<file path="config.mk">
export PLATFORM = sky130hd
export DESIGN_NAME = artifact_colour_line_renderer_core
export DESIGN_NICKNAME = d
export VERILOG_FILES = /design/src/sv/aclr_pkg.sv /design/src/sv/aclr_front.sv /design/src/sv/aclr_queue.sv /design/src/sv/aclr_back.sv /design/src/sv/artifact_colour_line_renderer_core.sv
export SDC_FILE = /design/constraint.sdc
export NUM_CORES = 1
export LEC_CHECK = 0
export BUFFER_PORTS_ARGS = -buffer_cell sky130_fd_sc_hd__buf_4
export CAP_MARGIN = 5
export CORE_UTILIZATION = 55
export DETAILED_ROUTE_END_ITERATION = 10
export GPL_TIMING_DRIVEN = 0
export PLACE_DENSITY = 0.84
export SLEW_MARGIN = 20
export SYNTH_ARGS = -nofsm -noshare
export SYNTH_HDL_FRONTEND = slang
export SYNTH_HIERARCHICAL = 1
export SYNTH_SLANG_ARGS = --single-unit
</file>
<file path="constraint.sdc">
create_clock -name i_clk -period 10.2 [get_ports i_clk]
set_clock_uncertainty 0.2 [all_clocks]
set_input_delay 2.04 -clock i_clk [delete_from_list [all_inputs] [get_ports i_clk]]
set_output_delay 2.04 -clock i_clk [all_outputs]
set_load 0.005 [all_outputs]
</file>
<file path="src/sv/aclr_pkg.sv">
`timescale 1ns / 1ps
`default_nettype none
// ----------------------------------------------------------------------------
// aclr_pkg
// Types and constants shared by the artifact colour line renderer.
// ----------------------------------------------------------------------------
package aclr_pkg;

    localparam logic [1:0] OP_PAIR  = 2'd0;
    localparam logic [1:0] OP_EOL   = 2'd1;
    localparam logic [1:0] OP_VSYNC = 2'd2;

    localparam logic [1:0] MODE_TWO_BIT  = 2'd1;
    localparam logic [1:0] MODE_FIVE_BIT = 2'd2;

    localparam logic [2:0] REG_RENDER_MODE     = 3'd0;
    localparam logic [2:0] REG_PHASE_SELECT    = 3'd1;
    localparam logic [2:0] REG_VIEWPORT_LEFT   = 3'd2;
    localparam logic [2:0] REG_VIEWPORT_TOP    = 3'd3;
    localparam logic [2:0] REG_VIEWPORT_WIDTH  = 3'd4;
    localparam logic [2:0] REG_VIEWPORT_HEIGHT = 3'd5;

    localparam logic [4:0] SEED_ART_HIGH = 5'd14;
    localparam logic [2:0] RUN_FULL      = 3'd7;

    localparam int QUEUE_DEPTH = 4;

    typedef struct packed {
        logic [1:0] opcode;
        logic [7:0] even_colour;
        logic [7:0] odd_colour;
        logic [1:0] even_class;
    } t_in_item;

    typedef struct packed {
        logic       pair_kind;
        logic [7:0] left_colour;
        logic [7:0] right_colour;
        logic [4:0] artifact_index;
        logic       artifact_phase;
        logic [8:0] pair_column;
        logic [8:0] row;
        logic       last_of_line;
    } t_out_item;

    typedef struct packed {
        logic [1:0] render_mode;
        logic [1:0] phase_select;
        logic [9:0] viewport_left;
        logic [8:0] viewport_top;
        logic [9:0] viewport_width;
        logic [8:0] viewport_height;
    } t_cfg;

    typedef struct packed {
        logic [1:0] cls;
        logic [7:0] odd_colour;
        logic [7:0] even_colour;
    } t_pixel;

    typedef struct packed {
        logic       new_line;
        logic       seed_cap;
        logic       seed_apply;
        logic       emit;
        logic       last;
        logic [8:0] column;
        logic [8:0] row;
        t_pixel     pix;
    } t_cmd;

endpackage

`default_nettype wire

</file>
<file path="src/sv/aclr_front.sv">
`timescale 1ns / 1ps
`default_nettype none
// ----------------------------------------------------------------------------
// aclr_front
// Accepts stream items, tracks line and column, classifies each pair
// against the viewport and queues commands for the back end.
// ----------------------------------------------------------------------------
module aclr_front #(
    parameter int MAX_LINE_PIXELS = 1024
) (
    input  wire                i_clk,
    input  wire                i_rst_n,
    input  aclr_pkg::t_cfg     i_cfg,
    input  wire                i_in_valid,
    input  aclr_pkg::t_in_item i_in_data,
    output logic               o_in_stall,
    input  wire                i_q_full,
    output logic               o_push,
    output aclr_pkg::t_cmd     o_cmd
);
    import aclr_pkg::*;

    localparam int PW = $clog2(MAX_LINE_PIXELS + 2);
    localparam int CW = ((PW > 11) ? PW : 11) + 1;

    logic [9:0]    r_line;
    logic [9:0]    n_line;
    logic [PW-1:0] r_pos;
    logic [PW-1:0] n_pos;

    logic          accept;
    logic [CW-1:0] pos_x;
    logic [CW-1:0] left_x;
    logic [CW-1:0] wf_x;
    logic [CW-1:0] col_x;
    logic [10:0]   top_x;
    logic [9:0]    row_diff;
    logic          in_v;
    logic          pos_ok;

    assign o_in_stall = i_q_full;
    assign accept     = i_in_valid && !i_q_full;

    always_comb begin
        pos_x    = CW'(r_pos);
        left_x   = CW'({i_cfg.viewport_left[9:1], 1'b0});
        wf_x     = CW'({i_cfg.viewport_width[9:2], 2'b00});
        col_x    = (pos_x - CW'(4) - left_x) >> 1;
        top_x    = 11'(i_cfg.viewport_top);
        row_diff = r_line - 10'(i_cfg.viewport_top);
        in_v     = (11'(r_line) >= top_x) &&
                   (11'(r_line) < top_x + 11'(i_cfg.viewport_height));
        pos_ok   = pos_x < CW'(MAX_LINE_PIXELS);

        o_cmd                 = '0;
        o_cmd.pix.cls         = i_in_data.even_class;
        o_cmd.pix.odd_colour  = i_in_data.odd_colour;
        o_cmd.pix.even_colour = i_in_data.even_colour;
        o_cmd.row             = row_diff[8:0];
        o_cmd.column          = col_x[8:0];
        o_cmd.seed_cap        = (pos_x + CW'(6)) == left_x;
        o_cmd.seed_apply      = (pos_x + CW'(2)) == left_x;
        o_cmd.emit            = (pos_x >= left_x + CW'(4)) &&
                                (pos_x - CW'(4) < left_x + wf_x);
        o_cmd.last            = (pos_x - CW'(2)) == (left_x + wf_x);
        o_cmd.new_line        = 1'b0;

        n_line = r_line;
        n_pos  = r_pos;
        o_push = 1'b0;
        if (accept) begin
            case (i_in_data.opcode)
                OP_VSYNC: begin
                    n_line         = '0;
                    n_pos          = '0;
                    o_cmd.new_line = 1'b1;
                    o_push         = 1'b1;
                end
                OP_EOL: begin
                    if (r_line != 10'h3ff) begin
                        n_line = r_line + 10'd1;
                    end
                    n_pos          = '0;
                    o_cmd.new_line = 1'b1;
                    o_push         = 1'b1;
                end
                OP_PAIR: begin
                    if (pos_ok) begin
                        n_pos  = r_pos + PW'(2);
                        o_push = in_v;
                    end
                end
                default: begin
                end
            endcase
        end
    end

    always_ff @(posedge i_clk) begin
        if (!i_rst_n) begin
            r_line <= '0;
            r_pos  <= '0;
        end else begin
            r_line <= n_line;
            r_pos  <= n_pos;
        end
    end

endmodule

`default_nettype wire

</file>
<file path="src/sv/aclr_queue.sv">
`timescale 1ns / 1ps
`default_nettype none
// ----------------------------------------------------------------------------
// aclr_queue
// Short command queue between the front end and the back end.
// ----------------------------------------------------------------------------
module aclr_queue (
    input  wire            i_clk,
    input  wire            i_rst_n,
    input  wire            i_push,
    input  aclr_pkg::t_cmd i_cmd,
    output logic           o_full,
    output logic           o_valid,
    input  wire            i_pop,
    output aclr_pkg::t_cmd o_cmd
);
    import aclr_pkg::*;

    localparam int AW = $clog2(QUEUE_DEPTH);

    t_cmd          r_mem [QUEUE_DEPTH];
    logic [AW-1:0] r_wr;
    logic [AW-1:0] r_rd;
    logic [AW:0]   r_count;
    logic [AW:0]   n_count;

    assign o_full  = r_count == (AW + 1)'(QUEUE_DEPTH);
    assign o_valid = r_count != '0;
    assign o_cmd   = r_mem[r_rd];

    always_comb begin
        n_count = r_count;
        if (i_push && !(i_pop && o_valid)) begin
            n_count = r_count + (AW + 1)'(1);
        end else if (!i_push && i_pop && o_valid) begin
            n_count = r_count - (AW + 1)'(1);
        end
    end

    always_ff @(posedge i_clk) begin
        if (i_push) begin
            r_mem[r_wr] <= i_cmd;
        end
    end

    always_ff @(posedge i_clk) begin
        if (!i_rst_n) begin
            r_wr    <= '0;
            r_rd    <= '0;
            r_count <= '0;
        end else begin
            if (i_push) begin
                r_wr <= r_wr + AW'(1);
            end
            if (i_pop && o_valid) begin
                r_rd <= r_rd + AW'(1);
            end
            r_count <= n_count;
        end
    end

endmodule

`default_nettype wire

</file>
<file path="src/sv/aclr_back.sv">
`timescale 1ns / 1ps
`default_nettype none
// ----------------------------------------------------------------------------
// aclr_back
// Runs the pair delay line, seed and artifact shift registers and drives
// the registered result channel.
// ----------------------------------------------------------------------------
module aclr_back (
    input  wire                 i_clk,
    input  wire                 i_rst_n,
    input  aclr_pkg::t_cfg      i_cfg,
    input  wire                 i_q_valid,
    input  aclr_pkg::t_cmd      i_cmd,
    output logic                o_pop,
    output logic                o_out_valid,
    input  wire                 i_out_stall,
    output aclr_pkg::t_out_item o_out_data
);
    import aclr_pkg::*;

    t_pixel    r_dly0;
    t_pixel    r_dly1;
    t_pixel    n_dly0;
    t_pixel    n_dly1;
    logic [1:0] r_seed;
    logic [1:0] n_seed;
    logic [2:0] r_run_bits;
    logic [2:0] n_run_bits;
    logic [4:0] r_artifact_bits;
    logic [4:0] n_artifact_bits;
    logic       r_out_valid;
    logic       n_out_valid;
    t_out_item  r_out;
    t_out_item  n_out;
    logic       base_phase;
    logic [1:0] mid_cl;
    logic [1:0] old_cl;

    assign o_pop       = i_q_valid && (!r_out_valid || !i_out_stall);
    assign o_out_valid = r_out_valid;
    assign o_out_data  = r_out;

    always_comb begin
        n_dly0          = r_dly0;
        n_dly1          = r_dly1;
        n_seed          = r_seed;
        n_run_bits      = r_run_bits;
        n_artifact_bits = r_artifact_bits;
        n_out           = r_out;
        n_out_valid     = r_out_valid && i_out_stall;
        base_phase      = !i_cfg.phase_select[1];
        mid_cl          = r_dly0.cls;
        old_cl          = r_dly1.cls;

        if (o_pop) begin
            if (i_cmd.new_line) begin
                n_dly0          = '0;
                n_dly1          = '0;
                n_seed          = '0;
                n_run_bits      = '0;
                n_artifact_bits = '0;
            end else begin
                if (i_cmd.seed_cap) begin
                    n_seed = i_cmd.pix.cls;
                end
                if (i_cmd.seed_apply) begin
                    if (r_seed != 2'd0 && i_cmd.pix.cls != 2'd0) begin
                        n_run_bits      = RUN_FULL;
                        n_artifact_bits = (r_seed[0] ? SEED_ART_HIGH : 5'd0) |
                                          {4'd0, i_cmd.pix.cls[0]};
                    end else begin
                        n_run_bits      = '0;
                        n_artifact_bits = '0;
                    end
                end
                if (i_cmd.emit) begin
                    n_out                = '0;
                    n_out.pair_column    = i_cmd.column;
                    n_out.row            = i_cmd.row;
                    n_out.last_of_line   = i_cmd.last;
                    case (i_cfg.render_mode)
                        MODE_TWO_BIT: begin
                            if (!i_cmd.column[0]) begin
                                if (old_cl != 2'd0 && mid_cl != 2'd0) begin
                                    n_run_bits      = RUN_FULL;
                                    n_artifact_bits = {3'd0, old_cl[0], mid_cl[0]};
                                end else begin
                                    n_run_bits      = '0;
                                    n_artifact_bits = '0;
                                end
                            end
                            if (n_run_bits == RUN_FULL) begin
                                n_out.pair_kind      = 1'b1;
                                n_out.artifact_index = {3'd0, n_artifact_bits[1:0]};
                                n_out.artifact_phase = base_phase;
                            end
                        end
                        MODE_FIVE_BIT: begin
                            n_run_bits      = {r_run_bits[1:0], mid_cl[1]};
                            n_artifact_bits = {r_artifact_bits[3:0], i_cmd.pix.cls[0]};
                            if (n_run_bits == RUN_FULL) begin
                                n_out.pair_kind      = 1'b1;
                                n_out.artifact_index = n_artifact_bits;
                                n_out.artifact_phase = base_phase ^ i_cmd.column[0];
                            end
                        end
                        default: begin
                        end
                    endcase
                    if (!n_out.pair_kind) begin
                        n_out.left_colour  = r_dly1.even_colour;
                        n_out.right_colour = r_dly1.odd_colour;
                    end
                    n_out_valid = 1'b1;
                end
                n_dly1 = r_dly0;
                n_dly0 = i_cmd.pix;
            end
        end
    end

    always_ff @(posedge i_clk) begin
        r_out <= n_out;
    end

    always_ff @(posedge i_clk) begin
        if (!i_rst_n) begin
            r_dly0          <= '0;
            r_dly1          <= '0;
            r_seed          <= '0;
            r_run_bits      <= '0;
            r_artifact_bits <= '0;
            r_out_valid     <= 1'b0;
        end else begin
            r_dly0          <= n_dly0;
            r_dly1          <= n_dly1;
            r_seed          <= n_seed;
            r_run_bits      <= n_run_bits;
            r_artifact_bits <= n_artifact_bits;
            r_out_valid     <= n_out_valid;
        end
    end

endmodule

`default_nettype wire

</file>
<file path="src/sv/artifact_colour_line_renderer_core.sv">
`timescale 1ns / 1ps
`default_nettype none
// ----------------------------------------------------------------------------
// artifact_colour_line_renderer_core
// Results: the result for a pair is built when the pair two pairs after it
// is popped from the command queue, and is then held in the result register.
// Throughput: one item per cycle while the queue is not full; a 4-entry queue decouples input from output.
// Reset: synchronous, active low; registers return to their defaults and the
// line, column, shift and delay state clears.
// ----------------------------------------------------------------------------
module artifact_colour_line_renderer_core #(
    parameter int MAX_LINE_PIXELS = 1024
) (
    input  wire                 i_clk,
    input  wire                 i_rst_n,
    input  wire                 i_cfg_we,
    input  wire  [2:0]          i_cfg_index,
    input  wire  [9:0]          i_cfg_data,
    input  wire                 i_in_valid,
    input  aclr_pkg::t_in_item  i_in_data,
    output logic                o_in_stall,
    output logic                o_out_valid,
    input  wire                 i_out_stall,
    output aclr_pkg::t_out_item o_out_data
);
    import aclr_pkg::*;

    t_cfg r_cfg;
    logic q_full;
    logic q_push;
    logic q_valid;
    logic q_pop;
    t_cmd push_cmd;
    t_cmd pop_cmd;

    always_ff @(posedge i_clk) begin
        if (!i_rst_n) begin
            r_cfg.render_mode     <= 2'd0;
            r_cfg.phase_select    <= 2'd0;
            r_cfg.viewport_left   <= 10'd190;
            r_cfg.viewport_top    <= 9'd14;
            r_cfg.viewport_width  <= 10'd640;
            r_cfg.viewport_height <= 9'd240;
        end else if (i_cfg_we) begin
            case (i_cfg_index)
                REG_RENDER_MODE:     r_cfg.render_mode     <= i_cfg_data[1:0];
                REG_PHASE_SELECT:    r_cfg.phase_select    <= i_cfg_data[1:0];
                REG_VIEWPORT_LEFT:   r_cfg.viewport_left   <= i_cfg_data;
                REG_VIEWPORT_TOP:    r_cfg.viewport_top    <= i_cfg_data[8:0];
                REG_VIEWPORT_WIDTH:  r_cfg.viewport_width  <= i_cfg_data;
                REG_VIEWPORT_HEIGHT: r_cfg.viewport_height <= i_cfg_data[8:0];
                default: begin
                end
            endcase
        end
    end

    aclr_front #(
        .MAX_LINE_PIXELS (MAX_LINE_PIXELS)
    ) u_front (
        .i_clk      (i_clk),
        .i_rst_n    (i_rst_n),
        .i_cfg      (r_cfg),
        .i_in_valid (i_in_valid),
        .i_in_data  (i_in_data),
        .o_in_stall (o_in_stall),
        .i_q_full   (q_full),
        .o_push     (q_push),
        .o_cmd      (push_cmd)
    );

    aclr_queue u_queue (
        .i_clk   (i_clk),
        .i_rst_n (i_rst_n),
        .i_push  (q_push),
        .i_cmd   (push_cmd),
        .o_full  (q_full),
        .o_valid (q_valid),
        .i_pop   (q_pop),
        .o_cmd   (pop_cmd)
    );

    aclr_back u_back (
        .i_clk       (i_clk),
        .i_rst_n     (i_rst_n),
        .i_cfg       (r_cfg),
        .i_q_valid   (q_valid),
        .i_cmd       (pop_cmd),
        .o_pop       (q_pop),
        .o_out_valid (o_out_valid),
        .i_out_stall (i_out_stall),
        .o_out_data  (o_out_data)
    );

endmodule

`default_nettype wire

</file>
; ---- After elaboration in Yosys (flattened, before gate mapping)
; Memories as Yosys holds them, arrays and structs flattened. A register that Yosys moved wholly into a read port is not among the register bits.
; Cells that the tools add are included.
[word_totals]
ff_bits = 159
ramBits = 164
input_bits = 38
word_cells = 161
n_memories = 1
[op_classes]
add_sub_neg = 15
n_lt_le_gt_ge = 5
eq_ne = 18
n_mux = 50
n_bitwise = 3
reduce_logical = 40
[mem_list]
columns = memory, words, width, rd, rd_clocked_by_memory_dff, wr, line_no
row1 = u_queue.r_mem, 4, 41, 1, 1, 1, aclr_queue.sv:21  ; t_cmd r_mem [QUEUE_DEPTH];
[op_table]
columns = operator, count
row1 = 2-to-1 mux 3 bit, 13
row2 = 2-to-1 mux 18 bit, 2
row3 = 2-to-1 mux 5 bit, 5
row4 = equality test 12 x 10 -> 1 bit, 2
row5 = one-hot mux 11 bit (2 select lines), 1
row6 = one-hot mux 10 bit (2 select lines), 1
row7 = nonzero test 2 bit, 8
row8 = equality test 3 bit (second input constant), 5
row9 = 2-to-1 mux 1 bit, 14
row10 = AND reduction 2 bit, 7
row11 = adder 11 x 2 -> 12 bit (second input constant), 1
row12 = adder 11 x 3 -> 12 bit (second input constant), 1
row13 = equality test 12 bit, 1
row14 = greater-or-equal comparator 11 x 12 -> 1 bit, 1
row15 = < comparator 12 x 11 -> 1 bit, 1
row16 = one-hot mux 6 bit (2 select lines), 1
row17 = subtractor 11 x 2 -> 12 bit (second input constant), 1
row18 = subtractor 11 x 3 -> 12 bit (second input constant), 1
row19 = adder 10 x 10 -> 11 bit, 1
row20 = adder 10 x 3 -> 11 bit (second input constant), 1
row21 = adder 11 x 2 -> 11 bit (second input constant), 1
row22 = logical AND 1 bit, 11
row23 = < comparator 11 bit (second input constant), 1
row24 = 2-to-1 mux 11 bit, 1
row25 = other kinds (32), 49

; ---- Depth between registers and ports, before layout
[logic_depth]
depth_word = 15
mapped_depth = 20
ltp_nobuf = 19

; ---- Hierarchy
; Netlist, hierarchy kept.
[by_module_without_submodules]
columns = module, n_inst, cells_each, area_each_um2
row1 = aclr_queue, 1, 265, 6426.2
row2 = aclr_front, 1, 547, 4194.0
row3 = aclr_back, 1, 331, 3724.8
row4 = artifact_colour_line_renderer_core, 1, 162, 1686.6

; ---- Worst setup path after synthesis
; OpenSTA, ideal clock, no wires.
[synth_path]
path_type = input to register
from = input port i_in_data[18] in the netlist's numbering
to = memory u_queue/r_mem[0][0] in the netlist's numbering, enable pin
setup_ps = 402
arrival_ps = 4615
required_time_ps = 9598
slack_ps = 4983
path_stages = 8
n_path_buf = 2
path_cell_list = inv_1 ha_1 clkbuf_1 nand3b_1 a2111oi_0 a32o_1 buf_2 and2_1
[synth_between]
elab_chain_cells = 6
elab_cells_between_ends = 8
[synth_lines]
columns = element, line_no
row1 = from (decl), artifact_colour_line_renderer_core.sv:20  ; input aclr_pkg::t_in_item i_in_data,
row2 = equality test 2 bit / equality test 2 x 1 -> 1 bit (equally long branches), aclr_front.sv:72  ; case (i_in_data.opcode)
row3 = OR reduction 2 bit (no line), n/a
row4 = one-hot mux 1 bit (2 select lines) (*), aclr_front.sv:72
row5 = 2-to-1 mux 1 bit (*), aclr_front.sv:71  ; if (accept) begin
row6 = via q_push, artifact_colour_line_renderer_core.sv:30  ; logic q_push;
row7 = 2-to-1 mux 1 bit (*), aclr_queue.sv:41  ; if (i_push) begin
row8 = 2-to-1 mux 1 bit (implied by the code) (*), aclr_queue.sv:42  ; r_mem[r_wr] <= i_cmd;
row9 = to (decl), aclr_queue.sv:21
; The timed path passes the listed nets; every way through them passes the cells marked *.

; ---- Final worst setup path
[layout_path]
from = input port i_in_data[18] in the netlist's numbering
to = register u_queue.r_count[1]
[layout_between]
elab_cells_between_ends = 12
[layout_lines]
columns = element, line_no
row1 = equality test 2 bit / equality test 2 x 1 -> 1 bit (equally long branches), aclr_front.sv:72
row2 = OR reduction 2 bit (no line), n/a
row3 = one-hot mux 1 bit (2 select lines) (*), aclr_front.sv:72
row4 = 2-to-1 mux 1 bit (*), aclr_front.sv:71
row5 = via q_push, artifact_colour_line_renderer_core.sv:30
row6 = logical AND 1 bit (*), aclr_queue.sv:33  ; if (i_push && !(i_pop && o_valid)) begin
row7 = 2-to-1 mux 3 bit (*), aclr_queue.sv:33
row8 = via u_queue.n_count[1], aclr_queue.sv:25  ; logic [AW:0] n_count;
row9 = to (signal assigned), aclr_queue.sv:58  ; r_count <= n_count;
row10 = to (decl), aclr_queue.sv:24  ; logic [AW:0] r_count;
; Marks and branches as above.
; A chain may end at the register's enable or synchronous reset.

==> metrics.yaml <==
flow_run:
  maxCapViolations: 0
sta:
  worst_pin_slew_ps: 584
  setup_slack_ps: 4690
  layout_min_cycle_time_ps: 5510
  timing.final.max_slew_violations: 0
  hold_viol: 0
  max_freq_ghz: 0.182
  tns_ps: 0
  slew_headroom_pct: 61.0
  fin_crit_sh_pct: 54.0
  finalSetupViolations: 0
  grt_setup_unrepaired: "false"
hold_path:
  hold_class: "reg2reg"
setup_path:
  required_ps: 10410
  reg2regPathDepth: 18
  cp.depth: 13
  cp-end-kind: "flop"
  critical-path-top-delay-family: "compound AO/OA/AOI/OAI gates"
  cp-start-kind: "primary input"
  regToRegSetupSlack_ps: 5180
  critical_path.max_fanout: 10
  crit_chain: "buf_4 -> inv_1 -> ha_1 -> clkbuf_1 -> nand3b_1 -> a2111oi_0 -> a32o_1 -> buf_2 -> nand2_1 -> fa_1 -> a21oi_1 -> nor2b_1 -> o31a_1"
  critPathSlowestCell: "a2111oi_0"
  r2r_start: "r_cfg[20]"
  cp.arrival_ps: 5710
  crit_end: "u_queue/r_count[1]"
  worst_r2r_endpoint: "u_queue/r_count[1]"
  criticalPathCategory: "in2reg"
  max_stage_delay_ps: 630
  crit_start: "i_in_data[18]"
  critPathBufInv: 4
grt:
  grt_pass1_wl_um: 54700
  grt_max_degree: 27
  grt.total_usage_pct: 24.0
  globalRoute.totalOverflow: 0
  antenna_found_initial: 0
  grt_pass1_vias: 10400
drt:
  antenna_left: 0
  wl_per_cell_um: 19.2
  initialDrtViolationCount: 726
  drt_pass1_iterations: 5
  num_vias: 10500
  via_per_inst: 5.85
  wl_um: 34600
  drc: 0
clock_network:
  postCtsSetupBuffers: 0
  cts_buffers: 34
  postCtsHoldBufs: 0
  cts_tree: "done"
  clk_pin_slew_worst_paths_ps: 60
  cts.sinks: 319
  clkLatencyLatePin_ps: 520
  cts.htree.levels: 2
  clock_path_buffers: 3
  cts_root_buf: "clkbuf_16"
  cts_resized: 0
synth:
  syn-instance-count: 1293
  syn_area_per_cell_um2: 12.3
  syn-cell-area_mm2: 0.0159
  synth_fp_nets: 1415
  yosysWarnings: 6
placement:
  port_buffers: 63
  gp_congestion: 0.937
  postPlaceCellArea_mm2: 0.0170
  hpwl_um: 24000
  place_ws_ps: 4360
finish:
  syn_to_final_growth_pct: 13.2
  antennaDiodeCount: 0
  fillCellCount: 2078
  final_area_mm2: 0.0180
  drive_above_1_share_pct: 17.3
  fin_nets: 1519
floorplanning:
  io_pins: 82
  row_count: 61
  die-width_um: 172
  fp.coreArea_mm2: 0.0281
  die_y_um: 172
  die_area_mm2: 0.0296
  initial_utilization_pct: 56.6
power_and_ir_drop:
  p_leak_nw: 6.59
  ir_drop_uv: 116
  power.total_mw: 3.46
  p_per_area_mw_per_mm2: 192
status:
  status: "finished, final reports clean"
-- how the worst min path moves through the flow --
stage,startpoint,endpoint,slack [ps],depth (start not counted)
after floorplan,u_back/r_dly1[0],u_back/r_dly1[0],240,2
after global placement,u_back/r_dly1[1],u_back/r_dly1[1],250,2
after detailed placement,u_back/r_dly1[5],u_back/r_dly1[5],250,2
after CTS,u_back/r_dly1[5],u_back/r_dly1[5],260,2
after global routing,u_back/r_dly0[3],u_back/r_dly0[3],280,2
final,u_back/r_dly1[5],u_back/r_dly1[5],260,2
-- worst register-to-register path, cell delays in order, from the launching register on --
cell	delay (ps)
dfxtp_1	440
ha_1	290
a21o_1	190
a21oi_1	200
nand2b_1	130
a21oi_1	100
o41a_1	370
xnor2_1	150
ha_1	290
a2111oi_0	430
o21ai_0	160
o2111ai_1	170
a32o_1	360
buf_2	290
nand2_1	110
fa_1	520
a21oi_1	160
nor2b_1	70
o31a_1	270
-- final cells by class --
class                      count  area (um2)  share of cell area (%)
tap                          378         473                    2.63
clock inverter                11         121                   0.675
buffer                        82         475                    2.64
clock buffer                  47         910                    5.06
timing repair buffer          68         581                    3.23
multi-input combinational    836        6770                    37.6
inverter                      56         210                    1.17
sequential                   319        8450                    47.0
-- state kept, by name (all words and copies together) (netlist names), named ones only --
name	cells
u_back/o_out_valid	1
u_back/r_run_bits	3
u_front/r_line	10
u_back/r_seed	2
u_queue/r_mem	164
u_back/old_cl	2
r_cfg	38
u_back/o_out_data	42
u_back/r_dly1	16
u_queue/r_wr	2
u_back/r_artifact_bits	4
u_queue/r_rd	2
u_back/r_dly0	16
u_back/mid_cl	2
u_queue/r_count	3
u_front/r_pos	10
-- metrics by stage --
stage                     instances  hold WS, ps  utilization, %
final                          1797          257            64.0
after global routing           1797          276            64.0
after CTS                      1797          259            64.0
after detailed placement       1739          253            60.4
after global placement         1734          248            60.0
after floorplan                1293          237               -
-- cells in the final DEF (no fill, tap or decap), types with 44 or more instances in the layout --
cell type and instances:
inv_1 55, ha_1 78, xnor2_1 49, buf_4 91, edfxtp_1 206, nor2b_1 44, a21boi_0 50, nand2_1 119
dfxtp_1 113, o21ai_0 46
-- per-layer routing --
metal / share of wire (%) / up-vias / GRT usage (%)
met1: 41 / 5111 / 30.2
met2: 50 / 394 / 42.3
met4: 3.0 / 0 / 8.85
met3: 5.3 / 85 / 3.14
met5: 0 / - / 0
li1: - / 4929 / -
-- report_power, final --
part / internal (mW) / switching, mW / total (mW) / leakage, nW
sequential: 1.49 / 0.0536 / 1.54 / 2.78
clock: 0.658 / 0.498 / 1.16 / 0.499
combinational: 0.320 / 0.442 / 0.763 / 3.31
total: 2.47 / 0.994 / 3.46 / 6.59
(Power assumes the default switching activity.)
